File: config.mk
export PLATFORM = sky130hd
export DESIGN_NAME = servo_bus_packet_engine_top_flat
export DESIGN_NICKNAME = d
export VERILOG_FILES = /design/src/sbpe_pkg.sv /design/src/sbpe_req_if.sv /design/src/sbpe_rsp_if.sv /design/src/sbpe_reply_mem.sv /design/src/sbpe_seq.sv /design/src/servo_bus_packet_engine_top.sv /design/src/flat_wrapper.sv
export SDC_FILE = /design/constraint.sdc
export NUM_CORES = 1
export LEC_CHECK = 0
export ABC_AREA = 0
export BUFFER_PORTS_ARGS = -buffer_cell sky130_fd_sc_hd__buf_2
export CORE_ASPECT_RATIO = 0.75
export CORE_MARGIN = 2
export CORE_UTILIZATION = 56
export CTS_CLUSTER_DIAMETER = 50
export DETAILED_ROUTE_END_ITERATION = 8
export HOLD_SLACK_MARGIN = 0.08
export PLACE_DENSITY = 0.79
export SKIP_LAST_GASP = 1
export SLEW_MARGIN = 10
export SYNTH_ARGS = -nofsm -noshare
export SYNTH_HDL_FRONTEND = slang
export SYNTH_SLANG_ARGS = --single-unit
File: constraint.sdc
create_clock -name clk -period 9.2 [get_ports clk]
set_input_delay 0.92 -clock clk [delete_from_list [all_inputs] [get_ports clk]]
set_output_delay 0.92 -clock clk [all_outputs]
set_load 0.01 [all_outputs]
File: src/sbpe_pkg.sv
// ----------------------------------------------------------------------------
// sbpe_pkg
// Types, codes and constants shared by the servo bus packet engine files.
// ----------------------------------------------------------------------------
package sbpe_pkg;

	typedef enum logic [2:0] {
		OP_READ      = 3'd0,
		OP_WRITE     = 3'd1,
		OP_REG_WRITE = 3'd2,
		OP_ACTION    = 3'd3,
		OP_RX_BYTE   = 3'd4,
		OP_TICK      = 3'd5
	} op_t;

	typedef enum logic [2:0] {
		KIND_TX      = 3'd0,
		KIND_DATA    = 3'd1,
		KIND_NODATA  = 3'd2,
		KIND_FAIL    = 3'd3,
		KIND_REFUSED = 3'd4
	} kind_t;

	typedef enum logic [2:0] {
		ST_IDLE,
		ST_TX,
		ST_ONE,
		ST_EV_REQ,
		ST_EV_CHK,
		ST_DAT_REQ,
		ST_DAT_OUT
	} state_t;

	localparam int MEM_AW = 5;

	typedef struct packed {
		logic              wr_en;
		logic [MEM_AW-1:0] wr_addr;
		logic [7:0]        wr_data;
		logic              clr;
		logic              rd_en;
		logic [MEM_AW-1:0] rd_addr;
	} mem_req_t;

	localparam int          TPB_W          = 10;
	localparam logic [9:0]  TPB_RESET      = 10'd40;
	localparam int          IDLE_W         = 14;
	localparam logic [13:0] IDLE_MAX       = 14'h3FFF;
	localparam int          RCV_W          = 5;
	localparam logic [4:0]  REPLY_OVERHEAD = 5'd6;
	localparam logic [4:0]  MAX_READ_BYTES = 5'd8;
	localparam logic [3:0]  MAX_WRITE_BYTES = 4'd2;

	localparam logic [7:0]  HDR_BYTE       = 8'hFF;
	localparam logic [7:0]  BCAST_ID       = 8'hFE;
	localparam logic [7:0]  INS_READ       = 8'h02;
	localparam logic [7:0]  INS_WRITE      = 8'h03;
	localparam logic [7:0]  INS_REG_WRITE  = 8'h04;
	localparam logic [7:0]  INS_ACTION     = 8'h05;
	localparam logic [7:0]  READ_LEN       = 8'h04;
	localparam logic [7:0]  WRITE_LEN_BASE = 8'h03;
	localparam logic [7:0]  ACTION_LEN     = 8'h02;

	localparam logic [MEM_AW-1:0] RPL_SUM_POS  = 5'd2;
	localparam logic [MEM_AW-1:0] RPL_LEN_POS  = 5'd3;
	localparam logic [MEM_AW-1:0] RPL_ERR_POS  = 5'd4;
	localparam logic [MEM_AW-1:0] RPL_DATA_POS = 5'd5;

endpackage

File: src/sbpe_req_if.sv
// ----------------------------------------------------------------------------
// sbpe_req_if
// Request channel: command, received bus byte or tick, with valid/ready.
// ----------------------------------------------------------------------------
interface sbpe_req_if;
	logic        valid;
	logic        ready;
	logic [2:0]  operation;
	logic [7:0]  servo_id;
	logic [7:0]  reg_address;
	logic [3:0]  byte_count;
	logic [15:0] write_data;
	logic [7:0]  rx_byte;

	modport source (
		output valid, operation, servo_id, reg_address, byte_count, write_data, rx_byte,
		input  ready
	);
	modport sink (
		input  valid, operation, servo_id, reg_address, byte_count, write_data, rx_byte,
		output ready
	);
endinterface

File: src/sbpe_rsp_if.sv
// ----------------------------------------------------------------------------
// sbpe_rsp_if
// Result channel: transmit bytes, read data and status, with valid/ready.
// ----------------------------------------------------------------------------
interface sbpe_rsp_if;
	logic       valid;
	logic       ready;
	logic [2:0] kind;
	logic [7:0] byte_value;
	logic [7:0] status_error;
	logic       last;

	modport source (
		output valid, kind, byte_value, status_error, last,
		input  ready
	);
	modport sink (
		input  valid, kind, byte_value, status_error, last,
		output ready
	);
endinterface

File: src/sbpe_reply_mem.sv
// ----------------------------------------------------------------------------
// sbpe_reply_mem
// Reply byte store: one write port, one registered read port, per-entry
// valid bits so that an unwritten entry reads as zero after a clear.
// ----------------------------------------------------------------------------
module sbpe_reply_mem #(
	parameter int REPLY_DEPTH = 16
) (
	input  logic              clk,
	input  logic              arst_n,
	input  sbpe_pkg::mem_req_t mem_req,
	output logic [7:0]        rdata
);
	localparam int AW = $clog2(REPLY_DEPTH);

	logic [7:0]             mem_q [REPLY_DEPTH];
	logic [REPLY_DEPTH-1:0] vld_q;
	logic [7:0]             rdata_q;
	logic [AW-1:0]          waddr;
	logic [AW-1:0]          raddr;

	assign waddr = mem_req.wr_addr[AW-1:0];
	assign raddr = mem_req.rd_addr[AW-1:0];

	always_ff @(posedge clk) begin
		if (mem_req.wr_en) begin
			mem_q[waddr] <= mem_req.wr_data;
		end
	end

	always_ff @(posedge clk or negedge arst_n) begin
		if (!arst_n) begin
			vld_q <= '0;
		end else if (mem_req.clr) begin
			vld_q <= '0;
		end else if (mem_req.wr_en) begin
			vld_q[waddr] <= 1'b1;
		end
	end

	always_ff @(posedge clk) begin
		if (mem_req.rd_en) begin
			rdata_q <= vld_q[raddr] ? mem_q[raddr] : 8'h00;
		end
	end

	assign rdata = rdata_q;

endmodule

File: src/sbpe_seq.sv
// ----------------------------------------------------------------------------
// sbpe_seq
// Packet sequencer: frames instruction packets, tracks the pending reply,
// sweeps the reply store to check it and drives the result register.
// ----------------------------------------------------------------------------
module sbpe_seq #(
	parameter int REPLY_DEPTH = 16
) (
	input  logic               clk,
	input  logic               arst_n,
	input  logic [9:0]         tpbt,
	sbpe_req_if.sink           req,
	sbpe_rsp_if.source         rsp,
	output sbpe_pkg::mem_req_t mem_req,
	input  logic [7:0]         mem_rdata
);
	sbpe_pkg::state_t state_q, state_d;

	logic                     awaiting_q;
	logic [3:0]               expected_q;
	logic [4:0]               rcv_q;
	logic [13:0]              idle_q;

	logic [7:0]               body_q [6];
	logic [7:0]               body_d [6];
	logic [2:0]               nbody_q, nbody_d;
	logic [3:0]               tx_idx_q;
	logic [7:0]               tx_sum_q;
	logic                     bcast_q, bcast_d;

	sbpe_pkg::kind_t          one_kind_q, one_kind_d;
	logic [7:0]               one_err_q, one_err_d;

	logic [sbpe_pkg::MEM_AW-1:0] ev_addr_q;
	logic [7:0]               len_q;
	logic [7:0]               sum_q;
	logic [7:0]               err_q;
	logic [3:0]               nd_q;
	logic [3:0]               di_q;

	logic                     out_valid_q;
	sbpe_pkg::kind_t          kind_q;
	logic [7:0]               value_q;
	logic [7:0]               serr_q;
	logic                     last_q;

	logic                     acc, out_free, busy_ref, rd_bad, wr_bad;
	logic [4:0]               cnt5, rcv_inc, need;
	logic                     rx_done, timeout;
	logic [13:0]              idle_inc;
	logic [14:0]              limit;

	logic                     one_ld, tx_ld, start_read, rx_wr, rx_eval, tick_upd, tick_fail;

	logic                     tx_is_hdr, tx_is_body, tx_is_ck, tx_last;
	logic [3:0]               tx_body_end;
	logic [2:0]               bidx;
	logic [7:0]               tx_byte;

	logic [7:0]               a8, len_e, sum_n, err_n, nd_raw;
	logic [8:0]               a9, len9;
	logic                     at_len, bad_len, in_sum, is_ck, ck_bad, ev_done;
	logic [3:0]               nd_n;
	logic                     dat_last;

	logic                     emit_v, emit_last;
	sbpe_pkg::kind_t          emit_kind;
	logic [7:0]               emit_val, emit_err;

	assign req.ready = (state_q == sbpe_pkg::ST_IDLE);
	assign acc       = req.valid && req.ready;
	assign out_free  = !out_valid_q || rsp.ready;

	assign cnt5     = {1'b0, req.byte_count};
	assign rd_bad   = (req.byte_count == 4'd0) || (cnt5 > sbpe_pkg::MAX_READ_BYTES);
	assign wr_bad   = (req.byte_count == 4'd0) || (req.byte_count > sbpe_pkg::MAX_WRITE_BYTES);
	assign busy_ref = awaiting_q && (req.operation <= sbpe_pkg::OP_ACTION);

	assign rcv_inc  = rcv_q + 5'd1;
	assign need     = sbpe_pkg::REPLY_OVERHEAD + {1'b0, expected_q};
	assign rx_done  = (rcv_inc >= need);
	assign idle_inc = (idle_q < sbpe_pkg::IDLE_MAX) ? idle_q + 14'd1 : idle_q;
	assign limit    = 15'(need) * 15'(tpbt);
	assign timeout  = ({1'b0, idle_inc} >= limit);

	assign tx_body_end = {1'b0, nbody_q} + 4'd2;
	assign tx_is_hdr   = (tx_idx_q < 4'd2);
	assign tx_is_body  = !tx_is_hdr && (tx_idx_q < tx_body_end);
	assign tx_is_ck    = !tx_is_hdr && !tx_is_body;
	assign tx_last     = tx_is_ck && !bcast_q;
	assign bidx        = 3'(tx_idx_q - 4'd2);
	assign tx_byte     = tx_is_hdr ? sbpe_pkg::HDR_BYTE :
	                     tx_is_body ? body_q[bidx] : ~tx_sum_q;

	assign a8      = 8'(ev_addr_q);
	assign a9      = {1'b0, a8};
	assign at_len  = (ev_addr_q == sbpe_pkg::RPL_LEN_POS);
	assign len_e   = at_len ? mem_rdata : len_q;
	assign len9    = {1'b0, len_e};
	assign bad_len = at_len && (mem_rdata > 8'(REPLY_DEPTH - 6));
	assign in_sum  = (ev_addr_q == sbpe_pkg::RPL_SUM_POS) || (a9 <= len9 + 9'd2);
	assign sum_n   = in_sum ? sum_q + mem_rdata : sum_q;
	assign is_ck   = (ev_addr_q >= sbpe_pkg::RPL_LEN_POS) && (a9 == len9 + 9'd3);
	assign ck_bad  = is_ck && (~sum_q != mem_rdata);
	assign err_n   = (ev_addr_q == sbpe_pkg::RPL_ERR_POS) ? mem_rdata : err_q;
	assign ev_done = (ev_addr_q >= sbpe_pkg::RPL_ERR_POS) && (a9 >= len9 + 9'd3);
	assign nd_raw  = (len_e >= 8'd2) ? len_e - 8'd2 : 8'd0;
	assign nd_n    = (nd_raw > {4'b0, expected_q}) ? expected_q : nd_raw[3:0];

	assign dat_last = (di_q == nd_q - 4'd1);

	always_comb begin
		state_d    = state_q;
		one_ld     = 1'b0;
		one_kind_d = sbpe_pkg::KIND_REFUSED;
		one_err_d  = 8'h00;
		tx_ld      = 1'b0;
		body_d     = body_q;
		nbody_d    = nbody_q;
		bcast_d    = 1'b0;
		start_read = 1'b0;
		rx_wr      = 1'b0;
		rx_eval    = 1'b0;
		tick_upd   = 1'b0;
		tick_fail  = 1'b0;
		emit_v     = 1'b0;
		emit_kind  = sbpe_pkg::KIND_TX;
		emit_val   = 8'h00;
		emit_err   = 8'h00;
		emit_last  = 1'b0;
		mem_req    = '0;

		case (state_q)
			sbpe_pkg::ST_IDLE: begin
				if (acc) begin
					if (busy_ref) begin
						one_ld  = 1'b1;
						state_d = sbpe_pkg::ST_ONE;
					end else begin
						case (sbpe_pkg::op_t'(req.operation))
							sbpe_pkg::OP_READ: begin
								if (rd_bad) begin
									one_ld  = 1'b1;
									state_d = sbpe_pkg::ST_ONE;
								end else begin
									tx_ld     = 1'b1;
									body_d[0] = req.servo_id;
									body_d[1] = sbpe_pkg::READ_LEN;
									body_d[2] = sbpe_pkg::INS_READ;
									body_d[3] = req.reg_address;
									body_d[4] = {4'b0, req.byte_count};
									nbody_d   = 3'd5;
									state_d   = sbpe_pkg::ST_TX;
									if (req.servo_id == sbpe_pkg::BCAST_ID) begin
										bcast_d    = 1'b1;
										one_ld     = 1'b1;
										one_kind_d = sbpe_pkg::KIND_NODATA;
										one_err_d  = sbpe_pkg::BCAST_ID;
									end else begin
										start_read = 1'b1;
									end
								end
							end
							sbpe_pkg::OP_WRITE, sbpe_pkg::OP_REG_WRITE: begin
								if (wr_bad) begin
									one_ld  = 1'b1;
									state_d = sbpe_pkg::ST_ONE;
								end else begin
									tx_ld     = 1'b1;
									body_d[0] = req.servo_id;
									body_d[1] = sbpe_pkg::WRITE_LEN_BASE + {4'b0, req.byte_count};
									body_d[2] = (req.operation == sbpe_pkg::OP_REG_WRITE) ?
									            sbpe_pkg::INS_REG_WRITE : sbpe_pkg::INS_WRITE;
									body_d[3] = req.reg_address;
									body_d[4] = req.write_data[7:0];
									body_d[5] = req.write_data[15:8];
									nbody_d   = 3'd4 + req.byte_count[2:0];
									state_d   = sbpe_pkg::ST_TX;
								end
							end
							sbpe_pkg::OP_ACTION: begin
								tx_ld     = 1'b1;
								body_d[0] = sbpe_pkg::BCAST_ID;
								body_d[1] = sbpe_pkg::ACTION_LEN;
								body_d[2] = sbpe_pkg::INS_ACTION;
								nbody_d   = 3'd3;
								state_d   = sbpe_pkg::ST_TX;
							end
							sbpe_pkg::OP_RX_BYTE: begin
								if (awaiting_q) begin
									rx_wr = 1'b1;
									mem_req.wr_en   = ({1'b0, rcv_q} < 6'(REPLY_DEPTH));
									mem_req.wr_addr = rcv_q;
									mem_req.wr_data = req.rx_byte;
									if (rx_done) begin
										rx_eval = 1'b1;
										state_d = sbpe_pkg::ST_EV_REQ;
									end
								end
							end
							sbpe_pkg::OP_TICK: begin
								if (awaiting_q) begin
									tick_upd = 1'b1;
									if (timeout) begin
										tick_fail  = 1'b1;
										one_ld     = 1'b1;
										one_kind_d = sbpe_pkg::KIND_FAIL;
										state_d    = sbpe_pkg::ST_ONE;
									end
								end
							end
							default: begin
								state_d = sbpe_pkg::ST_IDLE;
							end
						endcase
					end
				end
				mem_req.clr = start_read;
			end
			sbpe_pkg::ST_TX: begin
				emit_v    = 1'b1;
				emit_kind = sbpe_pkg::KIND_TX;
				emit_val  = tx_byte;
				emit_last = tx_last;
				if (out_free && tx_is_ck) begin
					state_d = bcast_q ? sbpe_pkg::ST_ONE : sbpe_pkg::ST_IDLE;
				end
			end
			sbpe_pkg::ST_ONE: begin
				emit_v    = 1'b1;
				emit_kind = one_kind_q;
				emit_err  = one_err_q;
				emit_last = 1'b1;
				if (out_free) begin
					state_d = sbpe_pkg::ST_IDLE;
				end
			end
			sbpe_pkg::ST_EV_REQ: begin
				mem_req.rd_en   = 1'b1;
				mem_req.rd_addr = ev_addr_q;
				state_d         = sbpe_pkg::ST_EV_CHK;
			end
			sbpe_pkg::ST_EV_CHK: begin
				if (bad_len || ck_bad) begin
					one_ld     = 1'b1;
					one_kind_d = sbpe_pkg::KIND_FAIL;
					state_d    = sbpe_pkg::ST_ONE;
				end else if (ev_done) begin
					if (nd_n == 4'd0) begin
						one_ld     = 1'b1;
						one_kind_d = sbpe_pkg::KIND_NODATA;
						one_err_d  = err_n;
						state_d    = sbpe_pkg::ST_ONE;
					end else begin
						state_d = sbpe_pkg::ST_DAT_REQ;
					end
				end else begin
					state_d = sbpe_pkg::ST_EV_REQ;
				end
			end
			sbpe_pkg::ST_DAT_REQ: begin
				mem_req.rd_en   = 1'b1;
				mem_req.rd_addr = sbpe_pkg::RPL_DATA_POS + {1'b0, di_q};
				state_d         = sbpe_pkg::ST_DAT_OUT;
			end
			sbpe_pkg::ST_DAT_OUT: begin
				emit_v    = 1'b1;
				emit_kind = sbpe_pkg::KIND_DATA;
				emit_val  = mem_rdata;
				emit_err  = err_q;
				emit_last = dat_last;
				if (out_free) begin
					state_d = dat_last ? sbpe_pkg::ST_IDLE : sbpe_pkg::ST_DAT_REQ;
				end
			end
			default: begin
				state_d = sbpe_pkg::ST_IDLE;
			end
		endcase
	end

	always_ff @(posedge clk or negedge arst_n) begin
		if (!arst_n) begin
			state_q <= sbpe_pkg::ST_IDLE;
		end else begin
			state_q <= state_d;
		end
	end

	always_ff @(posedge clk or negedge arst_n) begin
		if (!arst_n) begin
			awaiting_q  <= 1'b0;
			expected_q  <= 4'd0;
			rcv_q       <= 5'd0;
			idle_q      <= 14'd0;
			out_valid_q <= 1'b0;
		end else begin
			if (start_read) begin
				awaiting_q <= 1'b1;
				expected_q <= req.byte_count;
				rcv_q      <= 5'd0;
				idle_q     <= 14'd0;
			end
			if (rx_wr) begin
				rcv_q  <= rcv_inc;
				idle_q <= 14'd0;
			end
			if (tick_upd) begin
				idle_q <= idle_inc;
			end
			if (rx_eval || tick_fail) begin
				awaiting_q <= 1'b0;
			end
			if (emit_v && out_free) begin
				out_valid_q <= 1'b1;
			end else if (rsp.ready) begin
				out_valid_q <= 1'b0;
			end
		end
	end

	always_ff @(posedge clk) begin
		if (tx_ld) begin
			body_q   <= body_d;
			nbody_q  <= nbody_d;
			bcast_q  <= bcast_d;
			tx_idx_q <= 4'd0;
			tx_sum_q <= 8'h00;
		end else if (state_q == sbpe_pkg::ST_TX && out_free) begin
			tx_idx_q <= tx_idx_q + 4'd1;
			if (tx_is_body) begin
				tx_sum_q <= tx_sum_q + tx_byte;
			end
		end
		if (one_ld) begin
			one_kind_q <= one_kind_d;
			one_err_q  <= one_err_d;
		end
		if (rx_eval) begin
			ev_addr_q <= sbpe_pkg::RPL_SUM_POS;
			sum_q     <= 8'h00;
		end else if (state_q == sbpe_pkg::ST_EV_CHK) begin
			ev_addr_q <= ev_addr_q + 1'b1;
			sum_q     <= sum_n;
			err_q     <= err_n;
			len_q     <= len_e;
			nd_q      <= nd_n;
			di_q      <= 4'd0;
		end else if (state_q == sbpe_pkg::ST_DAT_OUT && out_free) begin
			di_q <= di_q + 4'd1;
		end
		if (emit_v && out_free) begin
			kind_q  <= emit_kind;
			value_q <= emit_val;
			serr_q  <= emit_err;
			last_q  <= emit_last;
		end
	end

	assign rsp.valid        = out_valid_q;
	assign rsp.kind         = kind_q;
	assign rsp.byte_value   = value_q;
	assign rsp.status_error = serr_q;
	assign rsp.last         = last_q;

`ifndef SYNTHESIS
	a_wr_only_pending: assert property (@(posedge clk) disable iff (!arst_n)
		mem_req.wr_en |-> awaiting_q)
		else $error("reply store written with no reply pending");

	a_clr_wr_excl: assert property (@(posedge clk) disable iff (!arst_n)
		!(mem_req.clr && mem_req.wr_en))
		else $error("reply store cleared and written together");

	a_rcv_bound: assert property (@(posedge clk) disable iff (!arst_n)
		awaiting_q |-> (rcv_q < need))
		else $error("reply byte count passed its expected length");

	a_ev_addr: assert property (@(posedge clk) disable iff (!arst_n)
		(state_q == sbpe_pkg::ST_EV_REQ) |-> ({1'b0, ev_addr_q} < 6'(REPLY_DEPTH)))
		else $error("reply check address outside the store");

	a_dat_nonzero: assert property (@(posedge clk) disable iff (!arst_n)
		(state_q == sbpe_pkg::ST_DAT_OUT) |-> (nd_q != 4'd0))
		else $error("data phase entered with no data bytes");
`endif

endmodule

File: src/servo_bus_packet_engine_top.sv
// A transmit request (read, write, registered write, action) is accepted and
// then each packet byte passes through the result register in turn, 6 to 9
// results. When the last reply byte arrives the checker sweeps the reply
// store through its single read port, reading and then checking each byte
// from the id through the checksum, then reading and emitting each data byte
// returned. The store has per-entry valid bits cleared whenever a non-broadcast
// read starts, so no clearing pass runs after reset. Requests are taken only
// while the sequencer is idle; the final result may still wait in the output
// register when the next request enters.
// ----------------------------------------------------------------------------
// servo_bus_packet_engine_top
// Servo bus packet engine: config register, packet sequencer and reply store.
// ----------------------------------------------------------------------------
module servo_bus_packet_engine_top #(
	parameter int REPLY_DEPTH = 16
) (
	input  logic       clk,
	input  logic       arst_n,
	input  logic       cfg_wr_en,
	input  logic [9:0] cfg_wr_data,
	sbpe_req_if.sink   req,
	sbpe_rsp_if.source rsp
);
	logic [sbpe_pkg::TPB_W-1:0] tpbt_q;
	sbpe_pkg::mem_req_t         mem_req;
	logic [7:0]                 mem_rdata;

	always_ff @(posedge clk or negedge arst_n) begin
		if (!arst_n) begin
			tpbt_q <= sbpe_pkg::TPB_RESET;
		end else if (cfg_wr_en) begin
			tpbt_q <= cfg_wr_data;
		end
	end

	sbpe_seq #(
		.REPLY_DEPTH (REPLY_DEPTH)
	) u_seq (
		.clk       (clk),
		.arst_n    (arst_n),
		.tpbt      (tpbt_q),
		.req       (req),
		.rsp       (rsp),
		.mem_req   (mem_req),
		.mem_rdata (mem_rdata)
	);

	sbpe_reply_mem #(
		.REPLY_DEPTH (REPLY_DEPTH)
	) u_mem (
		.clk     (clk),
		.arst_n  (arst_n),
		.mem_req (mem_req),
		.rdata   (mem_rdata)
	);

endmodule
File: src/flat_wrapper.sv
// flat-port wrapper written by rule: the top's interface ports become plain ports
module servo_bus_packet_engine_top_flat 
#(
	parameter int REPLY_DEPTH = 16
)
  (clk, arst_n, cfg_wr_en, cfg_wr_data, req_valid, req_operation, req_servo_id, req_reg_address, req_byte_count, req_write_data, req_rx_byte, req_ready, rsp_valid, rsp_kind, rsp_byte_value, rsp_status_error, rsp_last, rsp_ready);
  sbpe_req_if req_i ();
  sbpe_rsp_if rsp_i ();
  input  logic clk;
  input  logic arst_n;
  input  logic cfg_wr_en;
  input  logic [9:0] cfg_wr_data;
  input wire logic [$bits(req_i.valid)-1:0] req_valid;
  input wire logic [$bits(req_i.operation)-1:0] req_operation;
  input wire logic [$bits(req_i.servo_id)-1:0] req_servo_id;
  input wire logic [$bits(req_i.reg_address)-1:0] req_reg_address;
  input wire logic [$bits(req_i.byte_count)-1:0] req_byte_count;
  input wire logic [$bits(req_i.write_data)-1:0] req_write_data;
  input wire logic [$bits(req_i.rx_byte)-1:0] req_rx_byte;
  output wire logic [$bits(req_i.ready)-1:0] req_ready;
  output wire logic [$bits(rsp_i.valid)-1:0] rsp_valid;
  output wire logic [$bits(rsp_i.kind)-1:0] rsp_kind;
  output wire logic [$bits(rsp_i.byte_value)-1:0] rsp_byte_value;
  output wire logic [$bits(rsp_i.status_error)-1:0] rsp_status_error;
  output wire logic [$bits(rsp_i.last)-1:0] rsp_last;
  input wire logic [$bits(rsp_i.ready)-1:0] rsp_ready;
  assign req_i.valid = req_valid;
  assign req_i.operation = req_operation;
  assign req_i.servo_id = req_servo_id;
  assign req_i.reg_address = req_reg_address;
  assign req_i.byte_count = req_byte_count;
  assign req_i.write_data = req_write_data;
  assign req_i.rx_byte = req_rx_byte;
  assign req_ready = req_i.ready;
  assign rsp_valid = rsp_i.valid;
  assign rsp_kind = rsp_i.kind;
  assign rsp_byte_value = rsp_i.byte_value;
  assign rsp_status_error = rsp_i.status_error;
  assign rsp_last = rsp_i.last;
  assign rsp_i.ready = rsp_ready;
  servo_bus_packet_engine_top #(.REPLY_DEPTH(REPLY_DEPTH)) u_core (.clk(clk), .arst_n(arst_n), .cfg_wr_en(cfg_wr_en), .cfg_wr_data(cfg_wr_data), .req(req_i), .rsp(rsp_i));
endmodule
# After elaboration in Yosys (flattened, before gate mapping)
# Memory sizes are Yosys's and may differ from the RTL's. A register that Yosys moved wholly into a read port is not among the register bits.
# Index checks and enable logic that the tools add are counted.
totals:
  word_cells: 283
  ramBits: 128
  out_inout_bits: 22
  mem_count: 1
  ff_bits: 186
memory_table:
  columns: ["memory", "words", "width", "rd", "rd_clocked_by_memory_dff", "wr", "line_no", "rtl"]
  rows:
  - ["u_core.u_mem.mem_q", 16, 8, 1, 1, 1, "sbpe_reply_mem.sv:16", "logic [7:0] mem_q [REPLY_DEPTH];"]
classes:
  eq_ne: 28
  magnitude_cmp: 20
  n_mul: 1
  n_addsub: 17
  n_mux: 128
  bitwise: 10
  reduce_logical: 48
ops:
  columns: ["op", "n"]
  rows:
  - ["two-way mux 8 bit", 15]
  - ["two-way mux 14 bit", 8]
  - ["two-way mux 3 bit", 25]
  - ["one-hot mux 24 bit (3 select lines)", 1]
  - ["two-way mux 1 bit", 49]
  - ["two-way mux 48 bit", 1]
  - ["one-hot mux 8 bit (2 select lines)", 3]
  - ["two-way mux 40 bit", 1]
  - ["two-way mux 16 bit", 2]
  - ["one-hot mux 16 bit (2 select lines)", 1]
  - ["binary-select mux 8 bit (select 3 bit)", 1]
  - ["one-hot mux 3 bit (7 select lines)", 1]
  - ["adder 8 x 2 -> 9 bit, second input constant", 2]
  - ["one-hot mux 3 bit (2 select lines)", 3]
  - ["adder 8 bit", 2]
  - ["!= test 4 bit, second input constant", 4]
  - ["NOT 8 bit", 2]
  - ["bitwise OR 16 bit", 1]
  - ["== test 3 bit, second input constant", 5]
  - [">= comparator 14 x 15 -> 1 bit", 1]
  - ["multiplier 5 x 10 -> 15 bit", 1]
  - ["two-way mux 15 bit", 1]
  - ["one-hot mux 3 bit (5 select lines)", 1]
  - ["adder 14 x 1 -> 14 bit, second input constant", 1]
  - ["62 further kinds", 120]

# Logic depth before layout (Yosys ltp)
# Gate-level depths: netlist of run 1.
logic_depth:
  word_depth: 14
  mapped_depth: 28
  depth_no_buf: 27

# Hierarchy
# Synthesis of run 1 repeated with hierarchy kept, for this count alone.
unflattened:
  hier_cells: 1377
  area_unflattened_um2: 17077.6
modules_own_cells:
  columns: ["mod", "n_inst", "cells_each", "area_per_inst_um2"]
  rows:
  - ["sbpe_seq", 1, 1069, 10841.6]
  - ["sbpe_reply_mem", 1, 287, 5821.8]
  - ["servo_bus_packet_engine_top", 1, 21, 414.1]

# Least setup slack after synthesis of run 1
# OpenSTA, ideal clock, no wires.
synth_timing:
  kind: "reg2reg"
  from: "register u_core.u_seq.expected_q[1]"
  to: "register u_core.u_seq.one_err_q[0], enable pin"
  slack_ns: 2.734
  setup_ns: 0.369
  arrival_time_ns: 6.097
  path_stages_with_launch: 27
  t_required_ns: 8.831
  synth_period_minus_slack_ns: 6.466
  path_cell_list: "dfrtp_1 > clkbuf_1 > inv_1 > ha_1 > xnor2_1 > buf_1 > nand2_1 > fa_1 > fa_1 > fa_1 > inv_1 > ha_1 > a21oi_1 > o21bai_1 > a21oi_1 > o21bai_1 > a41oi_1 > nand2b_1 > xnor2_1 > ha_1 > o21a_1 > o21a_1 > and3_1 > a211oi_1 > nor3_1 > a22oi_1 > o211ai_1"
synth_via:
  elab_chain_len: 9
  elab_cells_between_ends: 15
  classes_between: "add/sub: 1; mul: 1; order compare: 2; mux: 10; reduce/logical: 1"
synth_lines:
  columns: ["item", "line_no", "rtl"]
  rows:
  - ["start: declaration", "sbpe_seq.sv:20", "logic [3:0] expected_q;"]
  - ["start signal: assignment", "sbpe_seq.sv:300", "expected_q <= req.byte_count;"]
  - ["adder 3 x 4 -> 5 bit", "sbpe_seq.sv:80", "assign need = sbpe_pkg::REPLY_OVERHEAD + {1'b0, expected_q};"]
  - ["multiplier 5 x 10 -> 15 bit", "sbpe_seq.sv:83", "assign limit = 15'(need) * 15'(tpbt);"]
  - [">= comparator 14 x 15 -> 1 bit", "sbpe_seq.sv:84", "assign timeout = ({1'b0, idle_inc} >= limit);"]
  - ["two-way mux 1 bit", "sbpe_seq.sv:204", "if (timeout) begin"]
  - ["two-way mux 1 bit", "sbpe_seq.sv:202", "if (awaiting_q) begin"]
  - ["one-hot mux 1 bit (3 select lines)", "sbpe_seq.sv:140", "case (sbpe_pkg::op_t'(req.operation))"]
  - ["two-way mux 1 bit", "sbpe_seq.sv:136", "if (busy_ref) begin"]
  - ["two-way mux 1 bit", "sbpe_seq.sv:135", "if (acc) begin"]
  - ["one-hot mux 1 bit (2 select lines) (*)", "sbpe_seq.sv:133", "case (state_q)"]
  - ["net u_core.u_seq.one_ld", "sbpe_seq.sv:53", "logic one_ld, tx_ld, start_read, rx_wr, rx_eval, tick_upd, tick_fail;"]
  - ["end signal: assignment", "sbpe_seq.sv:337", "one_err_q <= one_err_d;"]
  - ["end: declaration", "sbpe_seq.sv:32", "logic [7:0] one_err_q, one_err_d;"]
# The timed path passes the listed nets; every way through them passes the cells marked *.
# A chain may end at the register's enable or synchronous reset.

# Worst setup path in the final report of run 1
layout_timing:
  from: "register u_core.u_seq.expected_q[1]"
  to: "register u_core.u_seq.one_err_q[7], enable pin"
# The elaborated chain is that of the path after synthesis.

==> results of run 1 <==
-- cells in the final DEF (no fill, tap or decap), types with 16 or more instances in the layout --
master / instances
mux2i_1: 50
dfrtp_1: 52
a21o_1: 20
nand2b_1: 18
xnor2_1: 40
ha_1: 90
buf_4: 16
inv_1: 63
clkbuf_16: 36
nand2_1: 107
and2_1: 43
edfxtp_1: 235
nor3_1: 31
buf_2: 83
dfxtp_1: 25
o21a_1: 25
xor2_1: 21
and3_1: 17
a22o_1: 18
nor2_1: 96
o21ai_0: 39
nor2b_1: 42
mux4_2: 39
mux2_2: 33
fa_1: 26
nand3_1: 25
a21oi_1: 38
-- worst max-delay path by stage --
stage	from	endpoint	slack (ns)	cells past startpoint
after floorplan	u_core.u_seq.expected_q[1]$_DFFE_PN0P_	u_core.u_seq.one_err_q[0]$_DFFE_PP_	2.73	26
after CTS	u_core.u_seq.expected_q[1]$_DFFE_PN0P_	u_core.u_seq.one_err_q[7]$_DFFE_PP_	1.59	24
after detailed placement	u_core.u_seq.expected_q[1]$_DFFE_PN0P_	u_core.u_seq.one_err_q[6]$_DFFE_PP_	1.60	24
after global routing	u_core.u_seq.expected_q[1]$_DFFE_PN0P_	u_core.u_seq.one_err_q[3]$_DFFE_PP_	0.90	24
final	u_core.u_seq.expected_q[1]$_DFFE_PN0P_	u_core.u_seq.one_err_q[7]$_DFFE_PP_	1.52	24
after global placement	u_core.u_seq.expected_q[1]$_DFFE_PN0P_	u_core.u_seq.one_err_q[6]$_DFFE_PP_	2.05	24
-- registers in the layout, summed over array words and instances, names as in the netlist, 10 cells and up --
| register | flops |
|---|---|
| u_core.tpbt_q | 10 |
| u_core.u_mem.vld_q | 16 |
| u_core.u_seq.body_q | 40 |
| u_core.u_seq.idle_q | 14 |
| u_core.u_mem.mem_q | 128 |
-- area by class of cell --
cell class / instances / area [sq um]
Tap cell: 399 / 499.2
Clock buffer: 42 / 933.4
Clock inverter: 21 / 214.0
Timing Repair Buffer: 99 / 535.5
Fill cell: 2210 / 11030
Inverter: 66 / 247.7
Multi-Input combinational cell: 963 / 7844
Sequential cell: 314 / 8911
-- per-layer routing --
layer	part of all wire, %	track usage (%)	vias up
li1	-	-	5332
met1	47	37.43	5729
met2	45	36.94	414
met3	6.5	3.926	57
met4	1.7	6.429	2
met5	0.12	0.9317	-
-- stage by stage --
| stage | instance area [sq um] | setup WS [ns] | utilization, % |
|---|---|---|---|
| 2_1_floorplan | 17200 | 2.734 | - |
| 3_3_place_gp | 18040 | 2.045 | 59.71 |
| 3_5_place_dp | 18040 | 1.604 | 59.71 |
| 4_1_cts | 19180 | 1.589 | 63.50 |
| 5_1_grt | 19180 | 0.9002 | 63.50 |
| 6_report | 19180 | 1.518 | 63.50 |
-- kinds of logic after synthesis --
family	after synthesis
compound gates	225
xor+xnor	61
fa+ha+maj	116
buf+inv	120
flops	314
mux	124
other cells	1
simple gates	435
-- power by group through the flow --
| stage | sequential, W | combinational, W | clock, W |
|---|---|---|---|
| after floorplan | 0.00186 | 0.00129 | 0 |
| after global routing | 0.00195 | 0.00186 | 0.00146 |
| final | 0.00193 | 0.00168 | 0.00139 |
| after CTS | 0.00192 | 0.00166 | 0.00141 |
| after detailed placement | 0.00195 | 0.00164 | 0 |
| after global placement | 0.00194 | 0.00158 | 0 |
==> impl_results.rst, run 1 <==
.. list-table::
   :header-rows: 1

   * - Metric
     - Value
   * - Worst slew pin tran
     - 1.237 ns
   * - H-tree levels
     - 2
   * - Synthesized-area fraction occupied by xor and xnor cells
     - 3.107%
   * - Via Count
     - 11.53k
   * - Remaining antenna violation count
     - 0
   * - Insertion delay of the later-clocked pin in the worst-skew pair
     - 0.54 ns
   * - Number of iterations in the first detailed-routing pass
     - 5
   * - Detailed router's first-iteration violation count
     - 1038
   * - Total of warnings raised by yosys
     - 0
   * - Number of inserted diodes
     - 0
   * - Cell types with the largest area share after synthesis
     - edfxtp_1 41%, dfrtp_1 7.6%, ha_1 6.5%
   * - Setup repair after global routing missed its margin
     - no
   * - Compound-gate portion of the synthesized area
     - 9.494%
   * - Fraction of power consumed by combinational cells
     - 33.6%
   * - HP Class
     - flip-flop to flip-flop
   * - Die span in y
     - 155.8 um
   * - Via count of the first global-routing pass
     - 11.39k
   * - Static power due to leakage
     - 7.877 nW
   * - Switching power of the nets
     - 0.001702 W
   * - Sequential area share after synthesis
     - 51.82%
   * - Combined area of all synthesized cells
     - 17200 sq um
   * - Reg-to-reg startpoint
     - u_core.u_seq.expected_q[1]$_DFFE_PN0P_
   * - Placed cell count
     - 1841
   * - Initial Util
     - 56.93%
   * - Worst slew margin relative to its limit
     - 17.34%
   * - Resized Gates After CTS
     - 0
   * - Worst Hold Path Cells
     - 1
   * - Largest family of logic cells by synthesized area
     - simple AND/OR/NAND/NOR gates
   * - Setup fix buffers added after clock tree synthesis
     - 0
   * - Global-route wire length before repair
     - 61.63 mm
   * - Most numerous cell types in the synthesized netlist
     - 235 x edfxtp_1, 108 x nand2_1, 96 x nor2_1
   * - Relative contribution of sequential cells to total power
     - 38.5%
   * - Simple-Gate Fraction of Synth Area
     - 12.80%
   * - Site row count
     - 55
   * - Reg2Reg Setup Slack
     - 1.52 ns
   * - Gate family responsible for the most delay along the worst path
     - adder cells
   * - Upper clock frequency limit
     - 0.1302 GHz
   * - Master cell of the clock root buffer
     - clkbuf_16
   * - Endpoint class of the critical path
     - flip-flop
   * - Total gr overflow
     - 0
   * - #FFs+latches synth
     - 314
   * - Worst-case vdd ir drop
     - 140.7 uV
   * - Distinct cell type count after synthesis
     - 82
   * - Endpoint of the worst hold-timing path
     - u_core.u_mem.vld_q[6]$_DFFE_PN0P_
   * - CP max-delay cell
     - xnor2_1
   * - Number of hold violations in the final report
     - 0
   * - MaxCap Viol Count
     - 0
   * - Critical path's largest stage delay
     - 0.68 ns
   * - Post-synthesis async set-or-reset flop share
     - 17.20%
   * - Die Footprint
     - 32140 sq um
   * - Clock-pin slew of the registers on the worst-case setup and hold paths
     - 0.06 ns
   * - Number of nets in the finished design
     - 1657
   * - Final worst path period share
     - 83.50%
   * - Buffers added on ports
     - 83
   * - Number of cells produced by synthesis
     - 1396
   * - Area share of fa/ha/maj cells after synthesis
     - 9.574%
   * - Floorplan die width
     - 206.4 um
   * - Setup skew after layout
     - 0.02983 ns
   * - Last weighted congestion value of the routability-driven placer
     - 0.9107
   * - Core region area
     - 30210 sq um
   * - Cell internal power dissipation
     - 0.003294 W
   * - Number of synthesized flops with an enable pin
     - 235
   * - Layout overhead on the synthesized area
     - 11.55%
   * - Worst hold margin
     - 0.4885 ns
   * - Total number of clock tree sinks
     - 314
   * - Endpoints failing setup
     - 0
   * - R2r endpoint
     - u_core.u_seq.one_err_q[7]$_DFFE_PP_
   * - Mean Syn Cell Area
     - 12.32 sq um
   * - Layout cell share with drive strength beyond 1
     - 17.61%
   * - Routed wire length per instance
     - 20.17 um
   * - Required time reported for the critical path endpoint
     - 9.33 ns
   * - Status
     - complete, no violations
   * - Overall power
     - 0.004996 W
   * - Synth area leader
     - edfxtp_1
   * - Setup Total Neg Slack
     - 0 ns
   * - Clk network pwr share
     - 27.9%
   * - Worst reg-to-reg path cell count
     - 24
   * - Detailed-route wire length
     - 38.40 mm
   * - Type of element launching the critical path
     - flip-flop
   * - Primary FF master, synth
     - edfxtp_1
   * - Ratio of routed vias to standard cells
     - 6.058
   * - Maximum number of pins on one net before global-route repair
     - 55
   * - Detailed-placement wirelength estimate
     - 26.81 mm
   * - Buffer and inverter count on the worst path
     - 2
   * - Leading cell type by number of instances after synthesis
     - edfxtp_1
   * - CTS tree
     - yes
   * - Global-route usage over all layers
     - 24.62%
   * - Setup CP Type
     - flip-flop to flip-flop
   * - Final Slew Violations
     - 0
   * - Residual DRC count
     - 0
   * - Multiplexer share of the synthesized area
     - 10.39%
   * - CTS Hold Buffers Added
     - 0
   * - Final Critical Period
     - 7.682 ns
   * - Boundary pin count
     - 84
   * - Sw frac
     - 34.08%
   * - Hold wc startpoint
     - u_core.u_mem.vld_q[6]$_DFFE_PN0P_
   * - Area fraction of the dominant cell type after synthesis
     - 41.03%
   * - Bufs on Longest Clock Path
     - 3
   * - List of cells traversed by the critical path
     - inv_1, ha_1, xnor2_1, nand2_1, fa_1, fa_1, fa_1, inv_1, ha_1, a21oi_1, o21bai_1, a21oi_1, o21bai_1, a41oi_1, nand2b_1, xnor2_1, ha_1, o21a_1, o21a_1, and3_1, a211oi_1, nor3_1, a22oi_1, o211ai_1
   * - Number of buffers created by CTS
     - 35
   * - Number of antenna violations at the first check in global routing
     - 0
   * - Post-layout instance count excluding filler cells
     - 1904
   * - Endpoint arrival time on the critical path
     - 7.82 ns
   * - Maximum fanout along the worst path
     - 12
   * - Power density of the placed cells
     - 260.4 nW/um^2
Power figures use the tool's default switching activity.
==> run 2, diff against run 1 <==
PLACE_DENSITY = 0.82   (was 0.79)
clock period = 6.45 ns   (was 9.2 ns; I/O delays follow)
==> run 2 against run 1 <==
Critical path depth grew 3. Count of clock-buffer cells in the layout rose by 3. Sequential share of layout area decreased by 0.52 points. Final cell count grew 0.58%. Total power rose by 44%. Clock skew shrank 0.013 ns. Critical path type unchanged. Largest cell class unchanged. Routed wire length unchanged. Die area unchanged. Sequential cell count unchanged. Design area is 1.1% higher. Clock power increased by 49%.
==> impl_results.rst, run 2 (same netlist as run 1, synthesis figures left out) <==
.. list-table::
   :header-rows: 1

   * - Metric
     - Value
   * - Endpoint arrival time on the critical path
     - 6.38 ns (-1.44 ns)
   * - Required time reported for the critical path endpoint
     - 6.74 ns (-2.59 ns)
   * - Number of nets in the finished design
     - 1668 (+0.66%)
   * - Maximum number of pins on one net before global-route repair
     - 55 (unchanged)
   * - Global-route usage over all layers
     - 24.59% (-0.036 points)
   * - Detailed-placement wirelength estimate
     - 26.68 mm (-0.50%)
   * - Site row count
     - 55 (unchanged)
   * - Number of flip-flops under the largest register name
     - 128 (unchanged)
   * - H-tree levels
     - 2 (unchanged)
   * - Top flop regs
     - u_core.u_mem.mem_q x128, u_core.u_seq.body_q x40, u_core.u_mem.vld_q x16
   * - Worst-case vdd ir drop
     - 229.6 uV (+63%)
   * - MaxCap Viol Count
     - 0 (unchanged)
   * - Die Footprint
     - 32140 sq um (unchanged)
   * - Final worst path period share
     - 94.45% (+11 points)
   * - Setup skew after layout
     - 0.01731 ns (-0.01252 ns)
   * - Buffers added on ports
     - 83 (unchanged)
   * - Layout overhead on the synthesized area
     - 12.81%
   * - Worst slack at placement
     - 0.007200 ns (-1.597 ns)
   * - Insertion delay of the later-clocked pin in the worst-skew pair
     - 0.53 ns (about the same)
   * - Final Critical Period
     - 6.092 ns (-1.590 ns)
   * - Routed wire length per instance
     - 20.05 um (-0.57%)
   * - CTS Hold Buffers Added
     - 0 (unchanged)
   * - Endpoint class of the critical path
     - flip-flop
   * - Initial Util
     - 56.93% (unchanged)
   * - Final Slew Violations
     - 0 (unchanged)
   * - HP Class
     - input port to async pin
   * - Worst hold margin
     - 0.2512 ns (-0.2373 ns)
   * - Endpoints failing setup
     - 0 (unchanged)
   * - Total of fill cells in the finished design
     - 2165 (-2.0%)
   * - Worst slew margin relative to its limit
     - 18.11% (+0.77 points)
   * - Share of the core filled with cells
     - 64.22% (+0.72 points)
   * - Total gr overflow
     - 0 (unchanged)
   * - Number of antenna violations at the first check in global routing
     - 0 (unchanged)
   * - Via Count
     - 11.65k (+1.0%)
   * - Worst slew pin tran
     - 1.224 ns (-0.01306 ns)
   * - Bufs on Longest Clock Path
     - 3 (unchanged)
   * - Boundary pin count
     - 84 (unchanged)
   * - Reg with most FFs
     - u_core.u_mem.mem_q
   * - Static power due to leakage
     - 7.967 nW (+1.2%)
   * - Via count of the first global-routing pass
     - 11.51k (+1.1%)
   * - Global-route wire length before repair
     - 61.53 mm (-0.17%)
   * - Number of buffers created by CTS
     - 36 (+2.9%)
   * - Die span in y
     - 155.8 um (unchanged)
   * - Number of hold violations in the final report
     - 0 (unchanged)
   * - CTS tree
     - yes
   * - Detailed-route wire length
     - 38.40 mm (unchanged)
   * - Clock-pin slew of the registers on the worst-case setup and hold paths
     - 0.06 ns (about the same)
   * - Layout cell share with drive strength beyond 1
     - 19.20% (+1.6 points)
   * - Most common cell after layout, fill and taps aside
     - edfxtp_1
   * - Maximum fanout along the worst path
     - 5 (-7)
   * - Post-layout worst setup margin
     - 0.3581 ns (-1.160 ns)
   * - Master cell of the clock root buffer
     - clkbuf_16
   * - Total number of clock tree sinks
     - 314 (unchanged)
   * - Number of inserted diodes
     - 0 (unchanged)
   * - Type of element launching the critical path
     - flip-flop
   * - Ratio of routed vias to standard cells
     - 6.085 (+0.45%)
   * - Upper clock frequency limit
     - 0.1642 GHz (+26%)
   * - Detailed router's first-iteration violation count
     - 1013 (-2.4%)
   * - Status
     - complete, no violations
   * - Number of iterations in the first detailed-routing pass
     - 5 (unchanged)
   * - Setup CP Type
     - flip-flop to flip-flop
   * - Core region area
     - 30210 sq um (unchanged)
   * - Floorplan die width
     - 206.4 um (unchanged)
   * - Last weighted congestion value of the routability-driven placer
     - 0.8615 (-5.4%)
   * - Most used cells in the layout excluding fill and tap cells
     - 235 x edfxtp_1, 107 x nand2_1, 95 x nor2_1
   * - Residual DRC count
     - 0 (unchanged)
   * - Power density of the placed cells
     - 371.5 nW/um^2 (+43%)
   * - Remaining antenna violation count
     - 0 (unchanged)
## run 2: changes by cell type in the layout (fill, tap and decap cells not counted), sizes merged
cell,delta
clkinv,-2
bufinv,+1
clkinvlp,-2
inv,+1
clkbuf,+3
buf,+10
## run 2: power breakdown
part	internal (W)	leakage (nW)	switching, W	total [W]
Clock	0.00123	0.590	0.000836	0.00207
Combinational	0.00108	4.20	0.00132	0.00240
Sequential	0.00246	3.17	0.000281	0.00274
Total	0.00477	7.97	0.00244	0.00721
## run 2: worst max-delay path, cell delays in order, from the launching register on
cell and delay (ns):
dfrtp_1 0.36, inv_2 0.07, ha_2 0.19, xnor2_2 0.24
buf_6 0.16, and2_1 0.15, fa_1 0.44, fa_1 0.55
inv_1 0.06, fa_1 0.54, inv_1 0.07, ha_4 0.26
o21a_1 0.20, nor2_2 0.13, a31oi_4 0.06, a21o_1 0.19
a21oi_1 0.16, xor2_1 0.17, ha_1 0.26, a211o_1 0.30
o21ai_1 0.13, nand2_1 0.08, a211oi_2 0.20, nor3_1 0.09
buf_4 0.17, a22oi_2 0.26, o211ai_1 0.16, buf_2 0.20
## run 2: metrics by stage
step,setup TNS (ns),cell area [sq um],cells,total power [W]
6_report,0,19400,1915,0.007208
3_5_place_dp,0,18080,1847,0.005099
5_1_grt,-0.07264,19400,1915,0.007621
4_1_cts,0,19290,1911,0.007186
3_3_place_gp,0,18080,1847,0.005000
2_1_floorplan,0,17200,1397,0.004493
## run 2: final cells by class
cell class | count | area (sq um) | share of cell area (%)
flip-flops and latches | 314 | 8911 | 45.93
well taps | 399 | 499.2 | 2.573
clock buffers | 45 | 954.7 | 4.921
inverters | 66 | 247.7 | 1.277
clock inverters | 19 | 245.2 | 1.264
multi-input cells | 963 | 7931 | 40.88
repair buffers | 109 | 611.8 | 3.154
## run 2: layer usage
layer  wire, um  share of wire [%]  track usage, %
met5          0                  0               0
met2      17870                 47           38.14
met4        833                2.2           6.701
met3       2939                7.7           4.992
met1      16760                 44           35.54
## run 2: timing repair
action | CTS | global route
pin swaps | 0 | 5
resized for setup | 1 | 17
setup endpoints to repair | 11 | 15
gates cloned | 0 | 1
buffers inserted | 0 | 3
## run 2: path summary, 6_finish.rpt
| kind | slack [ns] | startpoint | end | cells after the start |
|---|---|---|---|---|
| max | 0.36 | u_core.u_seq.expected_q[2]$_DFFE_PN0P_ | u_core.u_seq.one_err_q[5]$_DFFE_PP_ | 27 |
| min | 0.25 | arst_n | u_core.tpbt_q[4]$_DFFE_PN0P_ | 2 |
| max reg2reg | 0.36 | u_core.u_seq.expected_q[2]$_DFFE_PN0P_ | u_core.u_seq.one_err_q[5]$_DFFE_PP_ | 27 |
| min reg2reg | 0.49 | u_core.u_mem.vld_q[7]$_DFFE_PN0P_ | u_core.u_mem.vld_q[7]$_DFFE_PN0P_ | 1 |
| max in group asynchronous | 5.71 | arst_n | u_core.u_mem.vld_q[1]$_DFFE_PN0P_ | 2 |
| min in group clk | 0.29 | req_write_data[14] | u_core.u_seq.body_q[6]$_DFFE_PP_ | 1 |
